## src/design/mips_load_store_unit_with_mmio_assert.svh

```systemverilog
// Assertion macros used by the load/store unit top level.
`ifndef MIPS_LOAD_STORE_UNIT_WITH_MMIO_ASSERT_SVH
`define MIPS_LOAD_STORE_UNIT_WITH_MMIO_ASSERT_SVH

// Same-cycle implication, disabled while reset is asserted.
`define MLSU_ASSERT_NOW(label, clk, rst_n, ante, cons, msg) \
  label: assert property (@(posedge clk) disable iff (!(rst_n)) (ante) |-> (cons)) \
    else $error(msg);

// Next-cycle implication, disabled while reset is asserted.
`define MLSU_ASSERT_NEXT(label, clk, rst_n, ante, cons, msg) \
  label: assert property (@(posedge clk) disable iff (!(rst_n)) (ante) |=> (cons)) \
    else $error(msg);

`endif

```

## src/design/mlsu_pkg.sv

```systemverilog
// Types, constants and codes shared by the load/store unit modules.
`timescale 1ns / 1ps
`default_nettype none

package mlsu_pkg;

  localparam int AddrBits    = 16;
  localparam int RamRowBits  = AddrBits - 2;
  localparam int RamRows     = 1 << RamRowBits;
  localparam int WordBytes   = 4;
  localparam int MmioWords   = 4;
  localparam int PaddrW      = 3;

  localparam logic [31:0] MmioBase = 32'hffff0000;
  localparam logic [27:0] MmioTag  = MmioBase[31:4];

  localparam logic [1:0] MmioInReady  = 2'd0;
  localparam logic [1:0] MmioInData   = 2'd1;
  localparam logic [1:0] MmioOutReady = 2'd2;
  localparam logic [1:0] MmioOutData  = 2'd3;

  localparam logic [PaddrW-3:0] RegLittleEndian = 1'b0;

  typedef enum logic [2:0] {
    ActLoadByte  = 3'd0,
    ActLoadHalf  = 3'd1,
    ActLoadWord  = 3'd2,
    ActStoreByte = 3'd3,
    ActStoreHalf = 3'd4,
    ActStoreWord = 3'd5,
    ActRawRead   = 3'd6,
    ActRawWrite  = 3'd7
  } action_e;

  typedef enum logic [1:0] {
    FaultNone       = 2'd0,
    FaultLoadAlign  = 2'd1,
    FaultStoreAlign = 2'd2,
    FaultReadOnly   = 2'd3
  } fault_e;

  typedef logic [WordBytes-1:0][7:0] row_t;

  typedef struct packed {
    action_e     action;
    logic [31:0] address;
    logic [31:0] write_data;
  } in_item_t;

  typedef struct packed {
    logic [31:0] read_data;
    fault_e      fault;
  } out_item_t;

  typedef struct packed {
    fault_e                fault;
    logic                  is_mmio;
    logic [1:0]            offset;
    logic [RamRowBits-1:0] ram_row;
    logic [1:0]            mmio_row;
    logic [WordBytes-1:0]  byte_en;
    row_t                  wdata;
    logic                  clr_in_ready;
    logic                  clr_out_ready;
  } access_t;

endpackage

`default_nettype wire

```

## src/design/mlsu_mmio.sv

```systemverilog
// Memory-mapped keyboard and display words with their ready-clearing side effects.
`timescale 1ns / 1ps
`default_nettype none

module mlsu_mmio import mlsu_pkg::*; (
  input  logic    clk_i,
  input  logic    rst_ni,
  input  logic    req_i,
  input  access_t acc_i,
  output row_t    rdata_o
);

  row_t regs_q [MmioWords];
  row_t rdata_q;
  logic wr;

  assign wr = req_i && acc_i.is_mmio;

  always_ff @(posedge clk_i or negedge rst_ni) begin
    if (!rst_ni) begin
      for (int w = 0; w < MmioWords; w++) begin
        regs_q[w] <= '0;
      end
    end else if (wr) begin
      if (acc_i.clr_in_ready) begin
        regs_q[MmioInReady] <= '0;
      end
      if (acc_i.clr_out_ready) begin
        regs_q[MmioOutReady] <= '0;
      end
      for (int j = 0; j < WordBytes; j++) begin
        if (acc_i.byte_en[j]) begin
          regs_q[acc_i.mmio_row][j] <= acc_i.wdata[j];
        end
      end
    end
  end

  always_ff @(posedge clk_i) begin
    if (req_i) begin
      rdata_q <= regs_q[acc_i.mmio_row];
    end
  end

  assign rdata_o = rdata_q;

endmodule

`default_nettype wire

```

## config.mk

```make
export PLATFORM = sky130hd
export DESIGN_NAME = mlsu_mmio
export DESIGN_NICKNAME = d
export VERILOG_FILES = /design/src/design/mips_load_store_unit_with_mmio_assert.svh /design/src/design/mlsu_pkg.sv /design/src/design/mlsu_mmio.sv
export SDC_FILE = /design/constraint.sdc
export NUM_CORES = 1
export LEC_CHECK = 0
export ABC_CLOCK_PERIOD_IN_PS = 1500
export BUFFER_PORTS_ARGS = -buffer_cell sky130_fd_sc_hd__buf_2
export CORE_UTILIZATION = 40
export DETAILED_ROUTE_END_ITERATION = 10
export SETUP_SLACK_MARGIN = 0.3
export SLEW_MARGIN = 15
export SYNTH_ARGS = -nofsm -noshare
export SYNTH_HDL_FRONTEND = slang
export SYNTH_SLANG_ARGS = --single-unit
export TNS_END_PERCENT = 50
```

## constraint.sdc

```tcl
create_clock -name clk_i -period 1.5 [get_ports clk_i]
set_input_delay 0.375 -clock clk_i [delete_from_list [all_inputs] [get_ports clk_i]]
set_output_delay 0.375 -clock clk_i [all_outputs]
set_load 0.02 [all_outputs]
```

# Word-level counts from Yosys, hierarchy flattened
# Index checks and enable logic that the tools add are counted.
[op_classes] bitwise_logic=1 reduce_logical=2 muxes=26 order_cmp=2
[ops] cell="two-way mux 128 bit" count=7
[ops] cell="bitwise mux 128 bit" count=4
[ops] cell="demux 32 bit (select 2 bit)" count=4
[ops] cell="two-way mux 32 bit" count=7
[ops] cell="binary-select mux 32 bit (select 2 bit)" count=1
[ops] cell="two-way mux 24 bit" count=1
[ops] cell="two-way mux 16 bit" count=1
[ops] cell="two-way mux 8 bit" count=1
[ops] cell="greater-or-equal comparator 3 bit, second input constant" count=1
[ops] cell="less-than comparator 3 x 1 -> 1 bit, second input constant" count=1
[ops] cell="inverter 2 -> 3 bit" count=1
[ops] cell="logical AND 1 bit" count=2
[totals] word_cells=51 input_bits=62 output_inout_bits=32 reg_bits=160

# Logic depth before layout (Yosys ltp)
# Gate-level depths: netlist of run 1.
[logic_depth] depth_word=16 depth_mapped=6 ltp_nobuf=3

# Worst setup path after synthesis of run 1
# Ideal clock, no wire load.
[synth_path] path_type="input to register" start="input acc_i[38] in the netlist's numbering" end="register rdata_q, in the netlist rdata_o[10], data pin" setup_ps=272 path_buffers=2 t_arrival_ps=1175 required_time_ps=1228 path_stages=3 slack_ps=53 path_cell_list="buf_6 buf_6 mux4_2"
[synth_via] elab_chain_len=4
[synth_lines] item="start, declared" line_no="mlsu_mmio.sv:9" text="input access_t acc_i,"
[synth_lines] item="inverter 2 -> 3 bit (implied by the code)" line_no="mlsu_mmio.sv:41" text="rdata_q <= regs_q[acc_i.mmio_row];"
[synth_lines] item="binary-select mux 32 bit (select 2 bit)" line_no="mlsu_mmio.sv:41"
[synth_lines] item="two-way mux 32 bit (implied by the code) (2 in a row)" line_no="mlsu_mmio.sv:41"
[synth_lines] item="end signal, assigned" line_no="mlsu_mmio.sv:41"
[synth_lines] item="end, declared" line_no="mlsu_mmio.sv:14" text="row_t rdata_q;"
# No other way between the ends. The select of a mux whose other input is x is not followed.
# A chain may end at the register's enable or synchronous reset.

# Worst setup path in the final report of run 1
[layout_path] start="register rdata_q, in the netlist rdata_o[31]" end="output rdata_o[31] in the netlist's numbering"
[layout_lines] item="end, declared" line_no="mlsu_mmio.sv:10" text="output row_t rdata_o"
# No word-level cell between the ends.

==> results of run 1 <==
[cell usage after synthesis]
cell type	count	area (sq um)
edfxtp_1	32	961
clkbuf_1	7	26.3
clkbuf_2	4	20.0
and3_1	4	25.0
nand2b_1	2	12.5
mux4_2	32	721
mux2_1	3	33.8
buf_4	8	60.1
o21ai_0	59	295
nor3_2	4	40.0
nand2_1	64	240
nand3_1	66	330
nor2_4	8	90.1
mux2_2	61	687
nand3_2	4	40.0
nand2_2	1	6.26
nor2b_1	1	6.26
buf_6	3	33.8
dfrtp_1	128	3200
o21ai_1	5	25.0
nor2_1	5	18.8
buf_2	10	50.1
[kinds of logic after synthesis]
kind of cell / count (synthesis) / share of synthesized area [%]
compound gates: 64 / 4.63
buf+inv: 32 / 2.75
flops: 160 / 60.1
mux: 96 / 20.8
simple gates: 159 / 11.7
[worst paths after layout]
| check | start | endpoint | slack (ns) | cells after the start |
|---|---|---|---|---|
| worst min register to register | regs_q[19]$_DFFE_PN0P_ | regs_q[19]$_DFFE_PN0P_ | 0.50 | 1 |
| worst max register to register | regs_q[22]$_DFFE_PN0P_ | rdata_o[22]$_DFFE_PP_ | 0.36 | 1 |
| max in group asynchronous | rst_ni | regs_q[9]$_DFFE_PN0P_ | 0.53 | 3 |
| min in group asynchronous | rst_ni | regs_q[100]$_DFFE_PN0P_ | 0.41 | 2 |
| worst min-delay path | acc_i[8] | regs_q[70]$_DFFE_PN0P_ | 0.22 | 2 |
| worst max-delay path | rdata_o[31]$_DFFE_PP_ | rdata_o[31] | 0.1 | 1 |
[routing by layer]
layer  GRT usage, %  vias up  wire, um
li1               -     2097         -
met5              0        -         0
met4           8.27        0       393
met3           4.91       28       904
met2           34.4      159      8730
met1           26.8     2429      7120
[per-stage QoR]
step / hold slack (ns) / cells
after detailed placement: 0.324 / 826
final: 0.224 / 859
after CTS: 0.211 / 859
after floorplan: 0.0794 / 511
after global routing: 0.213 / 859
after global placement: 0.318 / 826
[repair_timing]
| item | in CTS | in global routing |
|---|---|---|
| hold buffers | 1 | 0 |
| resized for setup | 14 | 32 |
| setup endpoints to repair | 54 | 127 |
| setup buffers | 0 | 0 |
| endpoints found under the hold margin | 21 | 0 |
[layout make-up]
| cell class | count | area [sq um] |
|---|---|---|
| clock buffer | 24 | 503 |
| clock inverter | 8 | 126 |
| sequential | 160 | 4160 |
| fill | 1381 | 7760 |
| multi-input combinational | 319 | 2820 |
| timing repair buffer | 128 | 1110 |
| tap | 220 | 275 |
[state kept, by name, indices dropped and copies added, names as in the netlist]
| register | flops |
|---|---|
| rdata_o | 32 |
| regs_q | 128 |
[cells in the final DEF, fill, tap and decap left out, drive strengths merged, types with 13 or more instances in the layout]
master,n
buf,127
clkbuf,24
dfrtp,128
edfxtp,32
mux2,64
mux4,32
nand2,65
nand3,70
nor2,13
o21ai,64
[power by group through the flow]
| stage | clock network [mW] | registers (mW) | logic [mW] |
|---|---|---|---|
| 6_report | 4.56 | 5.48 | 1.83 |
| 5_1_grt | 4.82 | 5.55 | 1.97 |
| 4_1_cts | 4.62 | 5.47 | 1.80 |
| 3_5_place_dp | 0 | 5.53 | 1.76 |
| 3_3_place_gp | 0 | 5.48 | 1.71 |
| 2_1_floorplan | 0 | 5.57 | 1.09 |
==> results.md, run 1 <==
- Placement Cell Area: about 8200 sq um
- Clock power frac: 38.4%
- Final hold vios: 0
- Clock skew: roughly 0.0085 ns
- DRC: 0
- Worst Hold Class: in -> reg
- Die area: roughly 18,000 sq um
- Flop pwr share: between 40% and 50%
- Routability cong.: between 0.7 and 0.8
- Status: complete, no violations
- Min Tclk post-route: 1.40 ns
- Worst setup EP type: output port
- Unrepaired setup endpoints after global routing: yes
- DIE HEIGHT: between 100 and 150 um
- Post-detail-place hpwl: around 11,000 um
- Detailed-route via count: 4,713
- Design Area, Final: around 9000 sq um
- Total grt overflow: 0
- Psw: 2.81 mW
- Std-Cell Rows: 47
- Final setup margin: 0.0993 ns
- Largest stage delay, worst path: around 0.44 ns
- Via-to-Cell Ratio: around 5.5
- Syn. warnings: 0
- Wirelength, routed: approximately 17,000 um
- Initial Utilization: slightly above 40%
- First DRT Iteration DRCs: 370
- Measured slew at the worst slew-check pin: a little under 0.6 ns
- Clock sink count: 160
- Fin. max-slew vios: 0
- CP required: approximately 1.1 ns
- Cell count after synthesis: 511
- Clock-pin slew on the worst setup and hold paths: 0.06 ns
- WP buf/inv: 1
- Initial antenna violation count: 0
- First-pass GRT wire length: approximately 28,000 um
- Clk buf depth: 2
- Synth cell types: 22
- Tcrit/Tclk final: around 93%
- Post-synthesis sequential area ratio: between 60% and 70%
- PD cells: roughly 1300 nW/um^2
- Switch share: about a quarter
- Number of register bits inferred by synthesis: between 150 and 200
- Total Nets Final: between 600 and 700
- Worst path cell trace: buf_6
- Int Pwr: approximately 9.1 mW
- Setup WS pre-CTS: -0.202 ns
- Vias in the first global route: 5,084
- Number of max-cap violations: 0
- Antenna Nets Post-Route: 0
- Port bufs: 75
- CTS root buffer: clkbuf_16
- H-tree depth: 4
- Setup TNS: 0 ns
- CTS tree: yes
- Critical path arrival: 1.03 ns
- Total power: approximately 12 mW
- Core Box Area: around 17,000 sq um
- Cell leakage power: slightly below 4 nW
- Final setup violating endpoints: 0
- Post-Syn Area: roughly 7000 sq um
- Gate power share: ~15%
- Setup CP Type: reg -> out
- Worst setup SP type: register
- Pre-Repair DR Iteration Count: 5
- Core Util, Final: around 54%
- CP max FO: 1
- # diodes: 0
- Die Width: around 130 um
- Syn Nets: about 570
- Family with the most delay on the worst path: flip-flops
- Max Clock Freq: ~700 MHz
- Insertion delay to the later sink of the worst-skew pair: between 0.4 and 0.5 ns
- Global Route Usage Sum: 20.9%
- Syn Area/Cell: between 10 and 15 sq um
- Critical Path Slowest Stage Cell: edfxtp_1
- Routed WL per cell: between 15 and 20 um
- Slew HR: around three fifths
- IO Pins: between 90 and 100
- Peak supply drop: approximately 850 uV
- Layout cells sized above 1: a little over two fifths
- Area growth, synth to finish: 30.0%
- Largest net degree at the start of global routing: 42
- Num CTS Buffers: 17
Note: power is estimated with default switching activity, not from simulation.
==> inputs of run 2 (changes only) <==
--- a/config.mk
+++ b/config.mk
@@ -9,7 +9,7 @@
 export BUFFER_PORTS_ARGS = -buffer_cell sky130_fd_sc_hd__buf_2
 export CORE_UTILIZATION = 40
 export DETAILED_ROUTE_END_ITERATION = 10
-export SETUP_SLACK_MARGIN = 0.3
+export SETUP_SLACK_MARGIN = 0.2
 export SLEW_MARGIN = 15
 export SYNTH_ARGS = -nofsm -noshare
 export SYNTH_HDL_FRONTEND = slang
==> run 2 against run 1 <==
  * Clock skew decreased by 0.0047 ns
  * Sequential power fell by 0.7%
  * Critical endpoint is now rdata_o[2]
  * Critical path type unchanged
  * Routed wire length shrank 4.8%
  * Largest power group unchanged
  * Via count fell by 0.98%
  * Maximum frequency is 1.5% higher
  * Die area is the same
  * First-iteration DRC count increased by 12%
  * Hold slack improved by 0.0070 ns
  * Total power shrank 2.6%
  * Non-clock buffer count is 3 higher
==> results.md, run 2 (synthesis results as in run 1) <==
- Largest net degree at the start of global routing: 37
- Max Clock Freq: 724 MHz
- Clk buf depth: 2
- Status: complete, no violations
- CTS root buffer: clkbuf_16
- Detailed-route via count: ~4,700
- Routability cong.: about 0.8
- Global Route Usage Sum: a little under 20%
- Cell leakage power: between 3 and 4 nW
- Worst Hold Class: in -> reg
- CP max FO: 1
- Via-to-Cell Ratio: approximately 5.4
- Min Tclk post-route: ~1.4 ns
- PD cells: approximately 1300 nW/um^2
- Die Width: approximately 130 um
- WP buf/inv: 1
- RR Endpoint: rdata_o[30]$_DFFE_PP_
- Peak supply drop: between 800 and 900 uV
- Total grt overflow: 0
- Die area: between 15,000 and 20,000 sq um
- WHS: 0.231 ns
- R2r setup slk: roughly 0.37 ns
- Clock skew: 0.00384 ns
- Initial antenna violation count: 0
- Initial Utilization: between 40% and 50%
- CTS tree: yes
- Layout cells sized above 1: a little over two fifths
- Post-detail-place hpwl: about 11,000 um
- Most frequent cells in the layout: dfrtp_1 (128), nand3_1 (66), nand2_1 (64)
- Core Util, Final: between 50% and 60%
- H-tree depth: 4
- Clock-pin slew on the worst setup and hold paths: 0.06 ns
- Final setup margin: 0.119 ns
- Pre-Repair DR Iteration Count: 5
- Antenna Nets Post-Route: 0
- Measured slew at the worst slew-check pin: 0.599 ns
- Largest stage delay, worst path: between 0.4 and 0.5 ns
- Worst setup SP type: register
- FF-to-FF Start: regs_q[30]$_DFFE_PN0P_
- Number of max-cap violations: 0
- Std-Cell Rows: between 40 and 50
- DIE HEIGHT: approximately 130 um
- Worst setup EP type: output port
- Insertion delay to the later sink of the worst-skew pair: ~0.42 ns
- Worst Reg2Reg Path Length in Cells: 1
- Total Nets Final: roughly 700
- Area growth, synth to finish: 26.5%
- First-pass GRT wire length: ~26,000 um
- Core Box Area: between 15,000 and 20,000 sq um
- Vias in the first global route: about 4,900
- Port bufs: between 70 and 80
- Number of cells on the critical path: 1
- Setup WS pre-CTS: -0.164 ns
- Worst setup path endpoint: rdata_o[2]
- Design Area, Final: 8760 sq um
- Critical path arrival: 1.01 ns
- First DRT Iteration DRCs: approximately 420
- Placed cells: ~830
- Placement Cell Area: 8040 sq um
- Wirelength, routed: about 16,000 um
- Tcrit/Tclk final: roughly 92%
- Max reg flops: 128
- Routed WL per cell: between 15 and 20 um
- Setup CP Type: reg -> out
- Commonest non-fill, non-tap cell in the layout: dfrtp_1
- Finished Layout Cells: between 800 and 900
- Crit. Startpoint: rdata_o[2]$_DFFE_PP_
- IO Pins: 94
- Num CTS Buffers: 17
- Critical Path Slowest Stage Cell: edfxtp_1
- Final setup violating endpoints: 0
- Unrepaired setup endpoints after global routing: yes
- Largest register by flop count: regs_q
- # diodes: 0
- Clock sink count: 160
- CP required: ~1.1 ns
- Final hold vios: 0
- Slew HR: between 50% and 60%
- DRC: 0
- Fin. max-slew vios: 0
- Worst path cell trace: buf_6
- Post-CTS setup buffers: 0
- Family with the most delay on the worst path: flip-flops
[run 2: timing repair]
item	CTS	global route
gates cloned	0	0
endpoints found under the hold margin	22	0
resized for setup	16	13
setup endpoints to repair	32	41
hold buffers	1	0
[run 2: routing by layer]
metal / vias up / wire length, um / GRT usage, %
li1: 2097 / - / -
met1: 2389 / 6800 / 24.6
met2: 157 / 8410 / 32.8
met3: 24 / 858 / 4.95
met4: 0 / 250 / 7.45
met5: - / 0 / 0
[run 2: cell type report]
class                      instances  area [sq um]
clock buffer                      20           457
clock inverter                    12           164
tap                              220           275
multi-input combinational        319          2590
fill                            1419          8000
timing repair buffer             131          1110
sequential                       160          4160
[run 2: report_power, final]
part	total, mW	leakage [nW]	switching, mW	internal (mW)
Sequential	5.44	1.98	0.310	5.13
Combinational	1.59	1.42	0.735	0.859
Clock	4.52	0.303	1.67	2.85
Total	11.6	3.71	2.72	8.84
[run 2: worst min-delay path by stage]
stage	to	cells after the start	startpoint
finish	regs_q[115]$_DFFE_PN0P_	3	acc_i[21]
global route	regs_q[115]$_DFFE_PN0P_	3	acc_i[21]
global placement	regs_q[86]$_DFFE_PN0P_	1	rst_ni
CTS	regs_q[115]$_DFFE_PN0P_	3	acc_i[21]
detailed placement	regs_q[86]$_DFFE_PN0P_	1	rst_ni
floorplan	regs_q[0]$_DFFE_PN0P_	0	rst_ni
[run 2: per-stage QoR]
stage,TNS (ns),power (mW)
5_1_grt,0,12.0
3_5_place_dp,-12.16,7.06
2_1_floorplan,0,6.43
6_report,0,11.6
3_3_place_gp,-9.82,6.97
4_1_cts,0,11.6
